File: config.mk
export PLATFORM = sky130hd
export DESIGN_NAME = bgp_seq
export DESIGN_NICKNAME = d
export VERILOG_FILES = /design/src/rtl/bgp_pkg.sv /design/src/rtl/bgp_seq.sv
export SDC_FILE = /design/constraint.sdc
export NUM_CORES = 1
export LEC_CHECK = 0
export ABC_CLOCK_PERIOD_IN_PS = 2650
export BUFFER_PORTS_ARGS = -buffer_cell sky130_fd_sc_hd__buf_2
export CAP_MARGIN = 15
export CORE_ASPECT_RATIO = 1.2
export CORE_UTILIZATION = 35
export CTS_CLUSTER_SIZE = 14
export DETAILED_ROUTE_END_ITERATION = 12
export GPL_TIMING_DRIVEN = 0
export SLEW_MARGIN = 15
export SYNTH_ARGS = -nofsm -noshare
export SYNTH_HDL_FRONTEND = slang
export SYNTH_SLANG_ARGS = --single-unit
File: constraint.sdc
create_clock -name clk -period 2.65 [get_ports clk]
set_input_delay 0 -clock clk [delete_from_list [all_inputs] [get_ports clk]]
set_output_delay 0 -clock clk [all_outputs]
set_load 0.01 [all_outputs]
File: src/rtl/bgp_pkg.sv
// ----------------------------------------------------------------------------
// Bilinear grid prolongation package
// Shared types, codes and default sizes for the prolongation core.
// ----------------------------------------------------------------------------
`timescale 1ns / 1ps

package bgp_pkg;

  localparam int COARSE_SIDE_DEF = 64;
  localparam int VALUE_WIDTH_DEF = 32;

  localparam int COORD_W    = 7;
  localparam int FIELD_W    = 32;
  localparam int HALF_W     = COORD_W - 1;

  localparam logic [COORD_W-1:0] FINE_SIDE_RST = 7'd127;
  localparam logic [COORD_W-1:0] FINE_SIDE_MIN = 7'd3;

  localparam logic OP_WRITE = 1'b0;
  localparam logic OP_READ  = 1'b1;

  localparam logic STATUS_OK    = 1'b0;
  localparam logic STATUS_RANGE = 1'b1;

  typedef struct packed {
    logic                      operation;
    logic [COORD_W-1:0]        row;
    logic [COORD_W-1:0]        col;
    logic signed [FIELD_W-1:0] coarse_value;
  } in_req_t;

  typedef struct packed {
    logic signed [FIELD_W-1:0] fine_value;
    logic                      status;
  } out_res_t;

  // Controls from the sequencer to the accumulator.
  typedef struct packed {
    logic       clear;
    logic       add;
    logic       fin;
    logic       err;
    logic [1:0] shift;
  } acc_ctl_t;

endpackage

File: src/rtl/bgp_seq.sv
// ----------------------------------------------------------------------------
// Prolongation sequencer
// Accepts requests, checks the fine node, and walks the coarse neighbors
// through the store one read per cycle.
// ----------------------------------------------------------------------------
`timescale 1ns / 1ps

module bgp_seq
  import bgp_pkg::*;
#(
  parameter int COARSE_SIDE = COARSE_SIDE_DEF
) (
  input  logic                                       clk,
  input  logic                                       rst_n,
  input  logic                                       start,
  input  in_req_t                                    in_req,
  input  logic [COORD_W-1:0]                         fine_side,
  output logic                                       busy,
  output logic                                       mem_we,
  output logic                                       mem_re,
  output logic [$clog2(COARSE_SIDE*COARSE_SIDE)-1:0] mem_addr,
  output acc_ctl_t                                   ctl
);

  localparam int AW = $clog2(COARSE_SIDE*COARSE_SIDE);

  localparam logic [1:0] S_IDLE = 2'd0;
  localparam logic [1:0] S_READ = 2'd1;
  localparam logic [1:0] S_DONE = 2'd2;

  logic [1:0]        state_r, state_nxt;
  logic [1:0]        k_r, k_nxt;
  logic [1:0]        last_r, last_nxt;
  logic              ro_r, ro_nxt;
  logic              co_r, co_nxt;
  logic [HALF_W-1:0] r0_r, r0_nxt;
  logic [HALF_W-1:0] c0_r, c0_nxt;
  logic              pend_r, pend_nxt;

  logic               accept;
  logic               in_ro, in_co;
  logic [HALF_W-1:0]  in_r0, in_c0;
  logic [COORD_W-1:0] lim;
  logic               interior, reachable, wr_inside;
  logic               dr, dc;
  logic [COORD_W-1:0] nr, nc;

  assign busy   = (state_r != S_IDLE);
  assign accept = start && !busy;

  assign in_ro = in_req.row[0];
  assign in_co = in_req.col[0];
  assign in_r0 = in_req.row[COORD_W-1:1];
  assign in_c0 = in_req.col[COORD_W-1:1];

  assign lim      = fine_side - 7'd2;
  assign interior = (fine_side >= FINE_SIDE_MIN) && (in_req.row != '0) &&
                    (in_req.col != '0) && (in_req.row <= lim) && (in_req.col <= lim);
  assign reachable = (32'(in_r0) + 32'(in_ro) < COARSE_SIDE) &&
                     (32'(in_c0) + 32'(in_co) < COARSE_SIDE);
  assign wr_inside = (32'(in_req.row) < COARSE_SIDE) && (32'(in_req.col) < COARSE_SIDE);

  // Neighbor order: (0,0), then along the odd axis, then the far corner.
  always_comb begin
    if (ro_r && co_r) begin
      dr = k_r[1];
      dc = k_r[0];
    end else begin
      dr = ro_r && k_r[0];
      dc = co_r && k_r[0];
    end
  end

  assign nr = {1'b0, r0_r} + COORD_W'(dr);
  assign nc = {1'b0, c0_r} + COORD_W'(dc);

  always_comb begin
    state_nxt = state_r;
    k_nxt     = k_r;
    last_nxt  = last_r;
    ro_nxt    = ro_r;
    co_nxt    = co_r;
    r0_nxt    = r0_r;
    c0_nxt    = c0_r;
    pend_nxt  = 1'b0;
    mem_we    = 1'b0;
    mem_re    = 1'b0;
    mem_addr  = AW'(32'(in_req.row) * COARSE_SIDE + 32'(in_req.col));
    ctl       = '0;
    ctl.shift = 2'(ro_r) + 2'(co_r);
    unique case (state_r)
      S_IDLE: begin
        if (accept) begin
          if (in_req.operation == OP_WRITE) begin
            mem_we = wr_inside;
          end else if (interior && reachable) begin
            ctl.clear = 1'b1;
            ro_nxt    = in_ro;
            co_nxt    = in_co;
            r0_nxt    = in_r0;
            c0_nxt    = in_c0;
            k_nxt     = 2'd0;
            last_nxt  = {in_ro && in_co, in_ro || in_co};
            state_nxt = S_READ;
          end else begin
            ctl.err = 1'b1;
          end
        end
      end
      S_READ: begin
        mem_re    = 1'b1;
        mem_addr  = AW'(32'(nr) * COARSE_SIDE + 32'(nc));
        pend_nxt  = 1'b1;
        ctl.add   = pend_r;
        k_nxt     = k_r + 2'd1;
        if (k_r == last_r) begin
          state_nxt = S_DONE;
        end
      end
      S_DONE: begin
        ctl.fin   = 1'b1;
        state_nxt = S_IDLE;
      end
      default: begin
        state_nxt = S_IDLE;
      end
    endcase
  end

  always_ff @(posedge clk) begin
    if (!rst_n) begin
      state_r <= S_IDLE;
      pend_r  <= 1'b0;
    end else begin
      state_r <= state_nxt;
      pend_r  <= pend_nxt;
    end
    k_r    <= k_nxt;
    last_r <= last_nxt;
    ro_r   <= ro_nxt;
    co_r   <= co_nxt;
    r0_r   <= r0_nxt;
    c0_r   <= c0_nxt;
  end

  // The last neighbor's data must be arriving when the sum is finished.
  a_done_has_data: assert property (@(posedge clk) disable iff (!rst_n)
    state_r == S_DONE |-> pend_r)
    else $error("finish without read data");

  // Stores are taken only between reads, so no forwarding is needed.
  a_write_idle: assert property (@(posedge clk) disable iff (!rst_n)
    mem_we |-> (state_r == S_IDLE) && !pend_r)
    else $error("store write during a read sequence");

  a_count_bound: assert property (@(posedge clk) disable iff (!rst_n)
    state_r == S_READ |-> k_r <= last_r)
    else $error("neighbor counter overran");

endmodule

==> impl_summary.md <==
Outcome
The run finished, with violations left. The final reports fail on negative hold slack.

Clock tree
The maximum root-to-sink buffer count is 2. The CTS tree is built. The clock-pin slew reported for the worst setup and hold paths after clock tree synthesis is 80 ps.

The number of buffers created by CTS is 3. The library cell used as clock root buffer is sky130_fd_sc_hd__clkbuf_8. In this run the number of H-tree levels came out at 1. Clock latency on the worst-skew pair, taken at its later pin, is 260 ps.

The number of clock sinks is 21.

Timing
Between clock sinks in the finished design, the worst skew comes to 4.76 ps. Dividing the final minimum period by the clock period gives 97.6%. The max-slew violation count was 0. The count of final hold-check violations was 1.

The shortest clock period the worst path allows after layout is 2590 ps. The slew of the pin with the lowest slew margin is 506 ps. On the final layout, the worst hold slack is -0.147 ps.

Timing would allow up to 387 MHz. The worst pin sits at a relative slew slack of 66.1%. Setup repair after global routing could not meet its margin everywhere.

Setup violations remaining at the end of the flow were counted as 0.

Cells and area
In the layout the commonest cells are 40 x sky130_fd_sc_hd__buf_2, 23 x sky130_fd_sc_hd__nand2_1, 18 x sky130_fd_sc_hd__edfxtp_1. The final instance area is 2520 sq um. The synthesis-to-finish area growth is 45.3%.

The number of nets in the layout is 329. Leaving out fill and tap cells, the most frequent cell in the layout is sky130_fd_sc_hd__buf_2. The share of layout cells above drive strength 1 is 38.5%. The count of antenna diodes in the layout is 0.

Placement
The count of buffers added on input and output ports is 45. The cell area after placement is 2050 sq um. The weighted congestion at the end of routability-driven global placement is 0.867. The wire-length estimate of the detail-placed layout is 3.32 mm.

Detailed routing
The final routed wirelength across all metal layers is 4.60 mm. The first-pass detailed-route iteration total is 4. In this run the remaining antenna-violating nets after routing total 0. The total number of vias is 1625. The ratio of routed vias to standard cells is 5.24. The residual DRC count is 0. The detailed router finished its first iteration with 56 violations. After detailed routing, the average wire length per cell comes to 14.8 microns.

Synthesis
The top cell type by area accounts for 31.1% of the synthesized area. The number of different library cells used by synthesis comes to 39. The synthesized design spends more area on one cell type than any other, namely sky130_fd_sc_hd__edfxtp_1. The cell area after technology mapping is 1740 sq um. The proportion of synthesized flip-flops having asynchronous set or reset is 0%. Sorting the synthesized cells by area gives the leading types as sky130_fd_sc_hd__edfxtp_1 31%, sky130_fd_sc_hd__ha_1 14%, sky130_fd_sc_hd__xnor2_1 7.1%, sky130_fd_sc_hd__nand2_1 5.8%, sky130_fd_sc_hd__o21ai_0 4.0%.

Counting flops with a built-in enable in the synthesized netlist gives 18. Counting every instance in the synthesized netlist gives 185. Averaged over all synthesized cells, the footprint is 9.39 sq um. The share of the Yosys chip area taken by registers is 34.6%. The count of state elements after synthesis is 21. The prevailing post-synth register cell is sky130_fd_sc_hd__edfxtp_1. The count of synthesis-stage warnings from yosys is 0. Counting every net in the synthesized netlist gives 261.

Global routing
The via count of the first global-routing pass was 1516. Global routing finished with a remaining overflow of 0. Entering global routing, the biggest net connects 18 pins. The wire length of the first global-routing pass is 6.92 mm. The number of antenna violations at the first check in global routing was 0. The total global routing track utilization is 17.5%.

Die
The area of the core region is 4700 sq um. The number of primary I/O pins is 78. The number of placement rows is 27.

The starting density of the core is 37.0%. The vertical die dimension is 79.2 microns. The area of the die is 5250 sq um. The die is 66.3 microns wide.

Setup path
The critical path goes through buf_2 > nor3_2 > xnor2_2 > ha_4 > nand2_1 > o22ai_2 > a21oi_1 > maj3_2 > a2111oi_4 > nor4b_4 > clkbuf_16. The arrival time of the worst setup path is 2580 ps. The largest stage delay on the critical path is 510 ps. Together, buffers and inverters on the worst path number 2.

The critical path data required time is 2640 ps. The type of destination of the critical path is a flop. The classification of the worst setup path is in -> reg. Along the worst path, the maximum fanout reaches 8. The family with the most delay on the worst path is simple AND/OR/NAND/NOR gates. The category of the worst setup path launch point is a primary input. Among all stages on the critical path, the largest delay is contributed by sky130_fd_sc_hd__nor4b_4.

Flow run
The max capacitance violation total is 0.

Power
Cell internal power was estimated by the tool at 0.000641 W. Net switching is 30.8% of the power. The share of total power dissipated in combinational logic is 35.2%. The part of the total power dissipated in sequential elements is 41.8%. The static leakage is 1.04 nW. Overall power consumption after layout is estimated at 0.000926 W. In this run the power density over the cells is 367 nW/um^2.

The maximum vdd drop is 0.138 mV. For this design the total switching power over the nets is 0.000285 W. The proportion of power drawn by the clock network is 23.0%.

Min path
In this run the worst hold path is classified as in -> reg.
stage by stage:
step	setup WS (ps)	util (%)	cells	hold slack, ps	TNS (ps)
2_1_floorplan	14.1	-	185	50.7	0
3_3_place_gp	-692	43.6	288	218	-11810
3_5_place_dp	-730	43.6	288	223	-12520
4_1_cts	8.79	48.0	302	0.101	0
5_1_grt	-75.0	53.8	310	2.51	-611
6_report	62.8	53.8	310	-0.147	0
state kept, by name, summed over array words and instances (netlist names):
signal and flops:
r0_r 6, c0_r 6, co_r 1, k_r 2, ro_r 1, pend_r 1, state_r 2, last_r 2
area by class of cell:
type	instances	area, sq um
Fill cell	432	2170
Clock buffer	3	41.3
Tap cell	58	72.6
Clock inverter	1	5.00
Timing Repair Buffer	63	457
Inverter	6	25.0
Sequential cell	21	601
Buffer	2	7.51
Multi-Input combinational cell	156	1320
logic make-up (layout without fill, tap and decap cells):
kind of cell,count (synthesis),in the layout,synth area share [%]
AND/OR/NAND/NOR,81,81,24.4
AO/OA/AOI/OAI,31,31,12.5
XOR/XNOR,23,23,12.0
adder cells (fa/ha/maj),21,21,14.8
flip-flops,21,21,34.6
buffers and inverters,8,75,1.73
final timing paths:
| kind | slack (ps) | endpoint | from | cells past startpoint |
|---|---|---|---|---|
| worst max register to register | 1100 | k_r[0] | state_r[1] | 3 |
| worst max-delay path | 60 | r0_r[5] | fine_side[3] | 11 |
| worst min register to register | 620 | state_r[1] | last_r[1] | 2 |
| worst min-delay path | -0.1 | c0_r[4] | in_req[37] | 1 |
layer usage:
metal	up-vias	global-route usage [%]	part of all wire, %
met2	34	32.2	54
met1	779	21.1	42
li1	807	-	-
met5	-	0	0
met3	5	0.862	2.3
met4	0	6.38	1.5
synth_stat cells (2+ instances only):
cell type and instances:
sky130_fd_sc_hd__or4_1 2, sky130_fd_sc_hd__xnor2_1 14, sky130_fd_sc_hd__nand3_1 10, sky130_fd_sc_hd__nor4_1 4
sky130_fd_sc_hd__xor2_1 8, sky130_fd_sc_hd__and2_1 2, sky130_fd_sc_hd__nand2_1 27, sky130_fd_sc_hd__nor2_1 15
sky130_fd_sc_hd__o21a_1 4, sky130_fd_sc_hd__clkbuf_1 2, sky130_fd_sc_hd__o21ai_0 14, sky130_fd_sc_hd__inv_1 5
sky130_fd_sc_hd__o31ai_1 3, sky130_fd_sc_hd__nor3_1 4, sky130_fd_sc_hd__edfxtp_1 18, sky130_fd_sc_hd__nand2b_1 3
sky130_fd_sc_hd__and3_1 3, sky130_fd_sc_hd__ha_1 19, sky130_fd_sc_hd__nor2b_1 2, sky130_fd_sc_hd__dfxtp_1 3
sky130_fd_sc_hd__a21oi_1 4, sky130_fd_sc_hd__maj3_1 2
worst reg2reg max path, stage by stage (launching register included):
cell                       delay (ps)
sky130_fd_sc_hd__dfxtp_1          480
sky130_fd_sc_hd__nand2b_1         250
sky130_fd_sc_hd__clkinv_1         300
sky130_fd_sc_hd__a21o_2           300
what timing repair did:
action / 4_1_cts / 5_1_grt
gates resized for setup: 13 / 34
cloned: 0 / 2
setup endpoints to repair: 21 / 19
hold buffers: 7 / 1
setup buffers: 3 / 7
pin swaps: 4 / 14
endpoints found under the hold margin: 8 / 1
power by group through the flow:
stage | Sequential (W) | Combinational, W | Clock (W)
2_1_floorplan | 0.000390 | 0.000154 | 0
3_3_place_gp | 0.000392 | 0.000244 | 0
3_5_place_dp | 0.000393 | 0.000245 | 0
4_1_cts | 0.000385 | 0.000267 | 0.000215
5_1_grt | 0.000389 | 0.000358 | 0.000229
6_report | 0.000387 | 0.000326 | 0.000213
No activity file was read; power rests on OpenSTA's default activity.
