## src/rtl/bgp_pkg.sv

```systemverilog
// ----------------------------------------------------------------------------
// Bilinear grid prolongation package
// Shared types, codes and default sizes for the prolongation core.
// ----------------------------------------------------------------------------
`timescale 1ns / 1ps

package bgp_pkg;

  localparam int COARSE_SIDE_DEF = 64;
  localparam int VALUE_WIDTH_DEF = 32;

  localparam int COORD_W    = 7;
  localparam int FIELD_W    = 32;
  localparam int HALF_W     = COORD_W - 1;

  localparam logic [COORD_W-1:0] FINE_SIDE_RST = 7'd127;
  localparam logic [COORD_W-1:0] FINE_SIDE_MIN = 7'd3;

  localparam logic OP_WRITE = 1'b0;
  localparam logic OP_READ  = 1'b1;

  localparam logic STATUS_OK    = 1'b0;
  localparam logic STATUS_RANGE = 1'b1;

  typedef struct packed {
    logic                      operation;
    logic [COORD_W-1:0]        row;
    logic [COORD_W-1:0]        col;
    logic signed [FIELD_W-1:0] coarse_value;
  } in_req_t;

  typedef struct packed {
    logic signed [FIELD_W-1:0] fine_value;
    logic                      status;
  } out_res_t;

  // Controls from the sequencer to the accumulator.
  typedef struct packed {
    logic       clear;
    logic       add;
    logic       fin;
    logic       err;
    logic [1:0] shift;
  } acc_ctl_t;

endpackage

```

## src/rtl/bgp_acc.sv

```systemverilog
// ----------------------------------------------------------------------------
// Prolongation accumulator
// Sums the coarse neighbors in widened form, scales by a shift and
// registers the result, or a zero value with a range status on error.
// ----------------------------------------------------------------------------
`timescale 1ns / 1ps

module bgp_acc
  import bgp_pkg::*;
#(
  parameter int VALUE_WIDTH = VALUE_WIDTH_DEF
) (
  input  logic                   clk,
  input  logic                   rst_n,
  input  acc_ctl_t               ctl,
  input  logic [VALUE_WIDTH-1:0] rd_data,
  output logic                   out_valid,
  output out_res_t               out_res
);

  localparam int SW = VALUE_WIDTH + 2;
  localparam int EW = (SW > FIELD_W) ? SW : FIELD_W;

  logic signed [SW-1:0] acc_r, acc_nxt;
  logic signed [SW-1:0] data_ext, sum, scaled;
  logic signed [EW-1:0] res_ext;
  logic                 valid_r;
  out_res_t             res_r, res_nxt;

  assign data_ext = SW'($signed(rd_data));
  assign sum      = acc_r + data_ext;
  // The exact sum, or the floor of its half or quarter.
  assign scaled   = sum >>> ctl.shift;
  assign res_ext  = EW'(scaled);

  always_comb begin
    acc_nxt = acc_r;
    res_nxt = res_r;
    if (ctl.clear) begin
      acc_nxt = '0;
    end else if (ctl.add) begin
      acc_nxt = sum;
    end
    if (ctl.fin) begin
      res_nxt.fine_value = res_ext[FIELD_W-1:0];
      res_nxt.status     = STATUS_OK;
    end else if (ctl.err) begin
      res_nxt.fine_value = '0;
      res_nxt.status     = STATUS_RANGE;
    end
  end

  always_ff @(posedge clk) begin
    if (!rst_n) begin
      valid_r <= 1'b0;
    end else begin
      valid_r <= ctl.fin || ctl.err;
    end
    acc_r <= acc_nxt;
    res_r <= res_nxt;
  end

  assign out_valid = valid_r;
  assign out_res   = res_r;

  a_one_source: assert property (@(posedge clk) disable iff (!rst_n)
    !(ctl.fin && (ctl.err || ctl.clear)))
    else $error("conflicting accumulator controls");

endmodule
```

## config.mk

```make
export PLATFORM = sky130hd
export DESIGN_NAME = bgp_acc
export DESIGN_NICKNAME = d
export VERILOG_FILES = /design/src/rtl/bgp_pkg.sv /design/src/rtl/bgp_acc.sv
export SDC_FILE = /design/constraint.sdc
export NUM_CORES = 1
export LEC_CHECK = 0
export BUFFER_PORTS_ARGS = -buffer_cell sky130_fd_sc_hd__buf_2
export CAP_MARGIN = 20
export CORE_MARGIN = 3
export CORE_UTILIZATION = 53
export DETAILED_ROUTE_END_ITERATION = 8
export GPL_TIMING_DRIVEN = 0
export PLACE_DENSITY = 0.81
export SETUP_SLACK_MARGIN = 0.5
export SLEW_MARGIN = 20
export SYNTH_ARGS = -nofsm -noshare
export SYNTH_HDL_FRONTEND = slang
export SYNTH_SLANG_ARGS = --single-unit
```

## constraint.sdc

```tcl
create_clock -name clk -period 3.6 [get_ports clk]
set_input_delay 0.54 -clock clk [delete_from_list [all_inputs] [get_ports clk]]
set_output_delay 0.54 -clock clk [all_outputs]
set_load 0.01 [all_outputs]
```

==> results of run 1 <==
worst register-to-register path, cell delays in order, from the launching register on:
cell and delay, ns:
dfxtp_2 0.34, ha_4 0.16, fa_2 0.33, a211o_1 0.28, a211o_1 0.35, a32o_2 0.31, a211o_4 0.40, a2111oi_4 0.37
a211oi_4 0.10, mux4_2 0.46, and2_1 0.15
per-layer routing:
| layer | track usage | vias to the layer above | routed length (um) |
|---|---|---|---|
| met3 | 0.0331 | 39 | 1030 |
| met2 | 0.411 | 245 | 6650 |
| li1 | - | 2366 | - |
| met4 | 0.0956 | 0 | 402 |
| met1 | 0.331 | 2384 | 6160 |
| met5 | 0 | - | 0 |
logic make-up (layout without fill, tap and decap cells):
family	Yosys count	after routing	synth area share
compound gates	155	155	0.204
fa+ha+maj	34	34	0.0829
simple gates	193	193	0.179
xor+xnor	22	22	0.0369
flops	68	68	0.322
buf+inv	38	145	0.0273
mux	59	59	0.148
worst paths after layout:
| kind | endpoint | slack [ns] | depth (start not counted) |
|---|---|---|---|
| worst min register to register | out_res[0]$_SDFFE_PP0P_ | 0.49 | 2 |
| worst max-delay path | out_res[24]$_DFFE_PP_ | 0.10 | 10 |
| worst max register to register | out_res[24]$_DFFE_PP_ | 0.10 | 10 |
| worst min-delay path | out_valid$_SDFF_PN0_ | 0.39 | 2 |
registers in the layout (all words and copies together) (netlist names):
name       cells
acc_r         34
out_res       33
out_valid      1
final cells by class:
cell class | count | area [um^2]
Sequential cell | 68 | 1680
Fill cell | 728 | 3020
Timing Repair Buffer | 91 | 542
Clock buffer | 10 | 128
Multi-Input combinational cell | 463 | 3640
Tap cell | 129 | 161
Clock inverter | 6 | 90.1
Buffer | 27 | 101
Inverter | 11 | 41.3
Yosys cell counts, types with 3 or more instances:
| master | n |
|---|---|
| dfxtp_1 | 36 |
| o211a_1 | 4 |
| nor4_1 | 4 |
| a21oi_1 | 48 |
| or2_2 | 3 |
| a21o_1 | 16 |
| o21ai_0 | 16 |
| nand2b_1 | 6 |
| a2111oi_0 | 4 |
| o21a_1 | 4 |
| mux2_2 | 5 |
| clkbuf_1 | 22 |
| and3_1 | 9 |
| nand2_1 | 45 |
| xor2_1 | 5 |
| nor3_1 | 11 |
| or3_1 | 3 |
| o22ai_1 | 6 |
| a21boi_0 | 3 |
| xnor2_1 | 17 |
| nand3_1 | 11 |
| inv_1 | 10 |
| o21bai_1 | 4 |
| a31oi_1 | 8 |
| nor2_1 | 59 |
| ha_1 | 33 |
| a211oi_1 | 15 |
| buf_1 | 5 |
| edfxtp_1 | 32 |
| nand4_1 | 12 |
| and4_1 | 3 |
| nor2b_1 | 3 |
| mux2i_1 | 40 |
| mux4_2 | 14 |
| and2_1 | 18 |
| a211o_1 | 5 |
per-stage QoR:
step / hold WS, ns / area, um^2 / setup slack (ns) / instances / total power, mW
2_1_floorplan: 0.454 / 5260 / 0.0379 / 569 / 2.27
3_3_place_gp: 0.443 / 5770 / -0.341 / 768 / 2.65
3_5_place_dp: 0.479 / 5770 / -0.363 / 768 / 2.70
4_1_cts: 0.389 / 6230 / 0.122 / 799 / 3.58
5_1_grt: 0.392 / 6390 / 0.0229 / 805 / 3.92
6_report: 0.389 / 6390 / 0.103 / 805 / 3.73
power by group through the flow:
| stage | clock (mW) | sequential (mW) | combinational, mW |
|---|---|---|---|
| 3_5_place_dp | 0 | 1.05 | 1.65 |
| 4_1_cts | 0.723 | 1.03 | 1.82 |
| 5_1_grt | 0.752 | 1.05 | 2.12 |
| 3_3_place_gp | 0 | 1.04 | 1.61 |
| 6_report | 0.720 | 1.03 | 1.98 |
| 2_1_floorplan | 0 | 1.09 | 1.18 |
repair_timing:
action	CTS	global route
buffers inserted	15	6
gates cloned	0	0
pin swaps	22	23
endpoints found under the setup margin	23	30
resized for setup	27	22
==> reports/metrics.cfg, run 1 <==
[yosys]
synth_edf_count = 32
yosysSeqAreaShare = 0.322
postSynth.asyncResetShare = 0
synth-seq-cells = 68
synth_area_um2 = 5220
synth_top_flop_cell = dfxtp_1
ys_types = 58
syn_avg_cell_area_um2 = 9.18
yosysTopAreaCellShare = 0.184
syn_inst = 569
yosys_warnings = 0
synthTopCellsByArea = edfxtp_1 (18%), dfxtp_1 (14%), ha_1 (7.9%)
synth.net_count = 643
synth_top_area_cell = edfxtp_1

[global_routing]
grt_antenna_before_repair = 0
grt_max_degree = 34
grt_overflow_total = 0
gr-usage-all-layers = 0.249
first_global_vias = 4668
grt_pass1_wl_mm = 22.3

[placed_design]
io_buffers = 70
dp.final_hpwl_mm = 10.3
place_congestion = 0.941

[clock_network]
htreeDepth = 3
numCtsBuffers = 9
cts_tree = done
cts_buffer_depth = 2
cts_hold_buf = 0
cts_root_buffer = clkbuf_8
clock_latency_ns = 0.36
cts_sinks = 68
cts.clk_slew.worst_paths_ns = 0.08

[critical_path]
start_kind = flip-flop
cpMostUsedCell = a211o_1
rr_startpoint = acc_r[0]$_SDFFE_PP0P_
cp_slowest_cell = mux4_2
crit_required_ns = 3.71
cp_num_buf_inv = 0
crit_family = compound AO/OA/AOI/OAI gates
cp_cell_sequence = ha_4, fa_2, a211o_1, a211o_1, a32o_2, a211o_4, a2111oi_4, a211oi_4, mux4_2, and2_1
crit_path_end_kind = flip-flop
max_stage_delay_ns = 0.46
crit_fanout = 4
cp_data_arrival_time_ns = 3.61
crit_start = acc_r[0]$_SDFFE_PP0P_
path_class = reg2reg

[power_and_ir_drop]
comb_power_share = 0.530
p_sw_mw = 1.50
swShare = 0.402
pwr-share-seq = 0.277
power_density_nw_per_um2 = 584
ir_worst_vdd_v = 0.000296
internal_power_mw = 2.23
p_leak_nw = 2.81
clkPwrFrac = 0.193

[timing]
layout_min_cycle_time_ns = 3.50
final-hold-violation-count = 0
tns_ns = 0
final_max_slew_viol_count = 0
clock.fmax_mhz = 286
setup_viol = 0
rsz0062_at_grt = true
max-slew-margin-rel = 0.428
fin_crit_sh = 0.971
skew_ns = 0.0157
worst_pin_slew_ns = 0.858

[floorplanning]
die_x_um = 105
fp.coreArea_um2 = 9420
die_area_um2 = 11100
start_util = 0.555
dieHeight_um = 105
ioPinCount = 74
num_rows = 35

[final_layout]
n_antenna_cell = 0
post-route-util = 0.679
final_common_cell = buf_2
drive_above_1_share = 0.247
final_nets = 745
layout_common_cells = buf_2 (70), nor2_1 (57), a21oi_1 (46)
areaGrowthSynthToFinish_pct = 22.4

[detailed_routing]
wl_per_cell_um = 17.7
drc = 0
drtPass1Iterations = 6
ant_nets = 0
drt_iter0_drc = 403
avgViaCountPerCell = 6.25
vias = 5034
wl_mm = 14.2

[min_path]
hp-start = rst_n
hold_class = in2reg

[outcome]
status = finished, final reports clean

[job]
maxCapViolCount = 0

Power figures use the tool's default switching activity.
==> inputs of run 2 (changes only) <==
Settings changed: BUFFER_PORTS_ARGS -buffer_cell sky130_fd_sc_hd__buf_2 to unset, CORE_UTILIZATION 53 to 59, DONT_BUFFER_PORTS set to 1.
==> reports/metrics.cfg, run 2 (synthesized netlist as in run 1, its figures left out) <==
[timing]
clock.fmax_mhz = 286  ; about the same
setup_viol = 0  ; unchanged
fin_crit_sh = 0.972  ; was 0.971
final-hold-violation-count = 0  ; unchanged
max-slew-margin-rel = 0.421  ; was 0.428
worst_pin_slew_ns = 0.869  ; was 0.858 ns
final_max_slew_viol_count = 0  ; unchanged
skew_ns = 0.0109  ; was 0.0157 ns
rsz0062_at_grt = true  ; unchanged
layout_min_cycle_time_ns = 3.50  ; about the same

[power_and_ir_drop]
p_leak_nw = 2.49  ; was 2.81 nW
power_density_nw_per_um2 = 613  ; was 584 nW/um^2
power_mw = 3.66  ; was 3.73 mW
ir_worst_vdd_v = 0.000341  ; was 0.000296 V

[final_layout]
areaGrowthSynthToFinish_pct = 14.3  ; was 22.4%
largest_register_ffs = 34  ; unchanged
largest-register = acc_r  ; unchanged
layout_common_cells = nor2_1 (58), a21oi_1 (45), nand2_1 (45)  ; was buf_2 (70), nor2_1 (57), a21oi_1 (46)
regArea_um2 = 1680  ; unchanged
final_nets = 673  ; was 745
final_common_cell = nor2_1  ; was buf_2
multi_input_area_um2 = 3630  ; was 3640 um^2
drive_above_1_share = 0.156  ; was 0.247
n_antenna_cell = 0  ; unchanged
final_cells = 709  ; was 805
fillerInstances = 649  ; was 728

[placed_design]
place_inst = 674  ; was 768
dp.final_hpwl_mm = 10.8  ; was 10.3 mm
place_congestion = 0.961  ; was 0.941
io_buffers = 0  ; was 70

[floorplanning]
start_util = 0.620  ; was 0.555
dieHeight_um = 100  ; was 105 um
ioPinCount = 74  ; unchanged
die_area_um2 = 10000  ; was 11100 um^2
die_x_um = 100  ; was 105 um
fp.coreArea_um2 = 8420  ; was 9420 um^2
num_rows = 33  ; was 35

[detailed_routing]
drc = 0  ; unchanged
avgViaCountPerCell = 6.79  ; was 6.25
drtPass1Iterations = 7  ; was 6
ant_nets = 0  ; unchanged
wl_mm = 14.6  ; was 14.2 mm
wl_per_cell_um = 20.7  ; was 17.7 um
drt_iter0_drc = 423  ; was 403
vias = 4811  ; was 5034

[global_routing]
grt_overflow_total = 0  ; unchanged
grt_antenna_before_repair = 0  ; unchanged
grt_max_degree = 34  ; unchanged
gr-usage-all-layers = 0.289  ; was 0.249
first_global_vias = 4751  ; was 4668
grt_pass1_wl_mm = 23.1  ; was 22.3 mm

[critical_path]
crit_required_ns = 3.71  ; about the same
crit_path_end_kind = flip-flop  ; unchanged
path_class = reg2reg  ; unchanged
crit_fanout = 5  ; was 4
start_kind = flip-flop  ; unchanged
cp_data_arrival_time_ns = 3.60  ; was 3.61 ns

[clock_network]
cts_root_buffer = clkbuf_8  ; unchanged
cts_sinks = 68  ; unchanged
cts_buffer_depth = 2  ; unchanged
htreeDepth = 3  ; unchanged
cts_tree = done  ; unchanged
numCtsBuffers = 9  ; unchanged
cts.clk_slew.worst_paths_ns = 0.08  ; about the same
clock_latency_ns = 0.35  ; was 0.36 ns
cts_hold_buf = 0  ; unchanged

[min_path]
hold_class = in2reg  ; unchanged

[outcome]
status = finished, final reports clean  ; unchanged

[job]
maxCapViolCount = 0  ; unchanged

==> run 2: cell count changes in the layout (fill, tap and decap cells not counted), sizes merged <==
cell    before  now
clkbuf      32   33
buf         96   24
clkinv       3    2
==> run 2: path summary, 6_finish.rpt <==
path,start,to,slack (ns),depth (start not counted)
worst max-delay path,acc_r[0]$_SDFFE_PP0P_,out_res[15]$_DFFE_PP_,0.10,13
worst min-delay path,rst_n,out_valid$_SDFF_PN0_,0.32,1
worst max register to register,acc_r[0]$_SDFFE_PP0P_,out_res[15]$_DFFE_PP_,0.10,13
worst min register to register,acc_r[30]$_SDFFE_PP0P_,acc_r[30]$_SDFFE_PP0P_,0.50,2
==> run 2: metrics by stage <==
stage	setup TNS, ns	worst slack, ns	area [um^2]	hold slack (ns)	util
2_1_floorplan	0	0.0379	5260	0.454	-
4_1_cts	0	0.130	5860	0.315	0.695
5_1_grt	0	0.0110	5970	0.322	0.709
6_report	0	0.101	5970	0.316	0.709
3_3_place_gp	-0.435	-0.166	5390	0.473	0.639
3_5_place_dp	-0.645	-0.207	5390	0.482	0.639
==> run 2: what timing repair did <==
item,CTS,global route
hold endpoints to repair,0,0
buffers inserted,13,6
setup endpoints to repair,23,32
pin swaps,15,16
resized for setup,31,16
==> run 2: critical path, stage by stage (launching register included) <==
cell	delay [ns]
dfxtp_2	0.34
ha_4	0.16
fa_2	0.34
a211o_1	0.29
a211o_1	0.30
a32o_2	0.31
buf_4	0.15
buf_6	0.12
buf_6	0.11
o21a_1	0.17
nor2_2	0.15
xnor2_2	0.16
mux4_2	0.51
and2_4	0.15
==> run 2: power breakdown <==
group / leakage (nW) / switching [mW] / internal [mW]
Clock: 0.107 / 0.318 / 0.406
Sequential: 0.644 / 0.108 / 0.987
Combinational: 1.74 / 1.06 / 0.781
==> run 2: final cells by class <==
class | instances | area share
multi-input cells | 463 | 0.609
clock inverters | 5 | 0.0128
plain buffers | 27 | 0.0174
flip-flops and latches | 68 | 0.282
well taps | 105 | 0.0220
clock buffers | 11 | 0.0237
inverters | 11 | 0.00692
repair buffers | 19 | 0.0264
==> run 2: metal layers <==
| metal | part of all wire | up-vias | track usage |
|---|---|---|---|
| met5 | 0 | - | 0 |
| met4 | 0.029 | 0 | 0.120 |
| met3 | 0.096 | 51 | 0.0598 |
| met2 | 0.47 | 286 | 0.460 |
| met1 | 0.41 | 2250 | 0.386 |
| li1 | - | 2224 | - |
==> inputs of run 3 (changes only) <==
Settings changed: RECOVER_POWER set to 25.
==> reports/metrics.cfg, run 3 (synthesized netlist as in run 1, its figures left out) <==
[outcome]
status = complete, but fails checks  ; was finished, final reports clean
violations = max-capacitance violations, max-slew violations

[detailed_routing]
drt_iter0_drc = 423  ; unchanged
vias = 4811  ; unchanged
wl_mm = 14.7  ; was 14.6 mm
drc = 0  ; unchanged
avgViaCountPerCell = 6.79  ; unchanged
ant_nets = 0  ; unchanged
drtPass1Iterations = 7  ; unchanged
wl_per_cell_um = 20.7  ; about the same

[final_layout]
drive_above_1_share = 0.154  ; was 0.156
largest_register_ffs = 34  ; unchanged
layout_common_cells = nor2_1 (58), a21oi_1 (45), nand2_1 (45)  ; unchanged
n_antenna_cell = 0  ; unchanged
post-route-util = 0.709  ; unchanged
largest-register = acc_r  ; unchanged
final_nets = 673  ; unchanged
areaGrowthSynthToFinish_pct = 14.3  ; unchanged
final_cells = 709  ; unchanged
final_common_cell = nor2_1  ; unchanged

[critical_path]
ff2ff_path_depth = 13  ; unchanged
worstSetupEndpoint = out_res[15]$_DFFE_PP_  ; unchanged
path_class = reg2reg  ; unchanged
cp_data_arrival_time_ns = 3.60  ; about the same
crit_required_ns = 3.71  ; about the same
crit_start = acc_r[0]$_SDFFE_PP0P_  ; unchanged
crit_path_end_kind = flip-flop  ; unchanged
rr_startpoint = acc_r[0]$_SDFFE_PP0P_  ; unchanged
rrSetupSlack_ns = 0.10  ; about the same
crit_fanout = 5  ; unchanged
start_kind = flip-flop  ; unchanged
r2r_end = out_res[15]$_DFFE_PP_  ; unchanged

[timing]
fin_crit_sh = 0.972  ; about the same
final-hold-violation-count = 0  ; unchanged
worst_pin_slew_ns = 2.11  ; was 0.869 ns
tns_ns = 0  ; unchanged
setup_viol = 0  ; unchanged
layout_min_cycle_time_ns = 3.50  ; about the same
rsz0062_at_grt = true  ; unchanged
max-slew-margin-rel = -0.407  ; was 0.421
final_max_slew_viol_count = 34  ; was 0
clock.fmax_mhz = 286  ; about the same
skew_ns = 0.0120  ; was 0.0109 ns

[clock_network]
cts_root_buffer = clkbuf_8  ; unchanged
clock_latency_ns = 0.35  ; about the same
cts_sinks = 68  ; unchanged
cts.clk_slew.worst_paths_ns = 0.08  ; about the same
cts_hold_buf = 0  ; unchanged
numCtsBuffers = 9  ; unchanged
cts_tree = done  ; unchanged
cts_buffer_depth = 2  ; unchanged
htreeDepth = 3  ; unchanged

[floorplanning]
num_rows = 33  ; unchanged
die_x_um = 100  ; unchanged
fp.coreArea_um2 = 8420  ; unchanged
dieHeight_um = 100  ; unchanged
die_area_um2 = 10000  ; unchanged
ioPinCount = 74  ; unchanged
start_util = 0.620  ; unchanged

[global_routing]
gr-usage-all-layers = 0.289  ; unchanged
grt_overflow_total = 0  ; unchanged
first_global_vias = 4751  ; unchanged
grt_max_degree = 34  ; unchanged
grt_pass1_wl_mm = 23.1  ; unchanged
grt_antenna_before_repair = 0  ; unchanged

[power_and_ir_drop]
power_mw = 3.66  ; about the same
p_leak_nw = 2.49  ; about the same
power_density_nw_per_um2 = 613  ; about the same
ir_worst_vdd_v = 0.000342  ; was 0.000341 V

[min_path]
hold_class = in2reg  ; unchanged

[placed_design]
dp.final_hpwl_mm = 10.8  ; unchanged
place_congestion = 0.961  ; unchanged
io_buffers = 0  ; unchanged
place_inst = 674  ; unchanged

[job]
maxCapViolCount = 1  ; was 0

## run 3: cell counts in the layout (fill, tap and decap cells not counted)
No cell type changed its count.
## run 3: worst max-delay path, cell delays in order, from the launching register on
cell and delay [ns]:
dfxtp_2 0.34, ha_4 0.16, fa_2 0.34, a211o_1 0.29, a211o_1 0.30, a32o_2 0.31, buf_4 0.15, buf_6 0.12
buf_6 0.11, o21a_1 0.17, nor2_2 0.15, xnor2_2 0.16, mux4_2 0.51, and2_4 0.15
## run 3: what timing repair did
item	in CTS	in global routing
setup endpoints to repair	23	32
hold endpoints to repair	0	0
gates resized for setup	31	16
cloned	0	0
buffers inserted	13	6
pin swaps	15	16
## run 3: worst min-delay path by stage
stage | start | to | slack, ns | depth (start not counted)
after floorplan | acc_r[28]$_SDFFE_PP0P_ | acc_r[28]$_SDFFE_PP0P_ | 0.45 | 2
after global placement | acc_r[28]$_SDFFE_PP0P_ | acc_r[28]$_SDFFE_PP0P_ | 0.47 | 2
after detailed placement | acc_r[28]$_SDFFE_PP0P_ | acc_r[28]$_SDFFE_PP0P_ | 0.48 | 2
after CTS | rst_n | out_valid$_SDFF_PN0_ | 0.32 | 1
after global routing | rst_n | out_valid$_SDFF_PN0_ | 0.32 | 1
final | rst_n | out_valid$_SDFF_PN0_ | 0.32 | 1
## run 3: power breakdown
part / switching [mW] / internal, mW
clock: 0.317 / 0.406
combinational: 1.06 / 0.780
sequential: 0.108 / 0.987
## run 3: cell type report
class	instances	area (um^2)
Multi-Input combinational cell	463	3630
Fill cell	649	2450
Sequential cell	68	1680
Timing Repair Buffer	19	158
Clock buffer	11	141
Tap cell	105	131
Buffer	27	104
Clock inverter	5	76.3
Inverter	11	41.3
## run 3: per-layer routing
| layer | global-route usage | part of all wire | vias to the layer above |
|---|---|---|---|
| met5 | 0 | 0 | - |
| met4 | 0.120 | 0.032 | 0 |
| met3 | 0.0598 | 0.098 | 59 |
| met2 | 0.460 | 0.47 | 284 |
| met1 | 0.386 | 0.41 | 2246 |
| li1 | - | - | 2222 |
## run 3: per-stage QoR
stage          setup slack [ns]  cell area [um^2]  hold slack [ns]
2_1_floorplan            0.0379              5260            0.454
3_3_place_gp             -0.166              5390            0.473
3_5_place_dp             -0.207              5390            0.482
4_1_cts                   0.130              5860            0.315
5_1_grt                  0.0110              5970            0.322
6_report                  0.102              5970            0.316
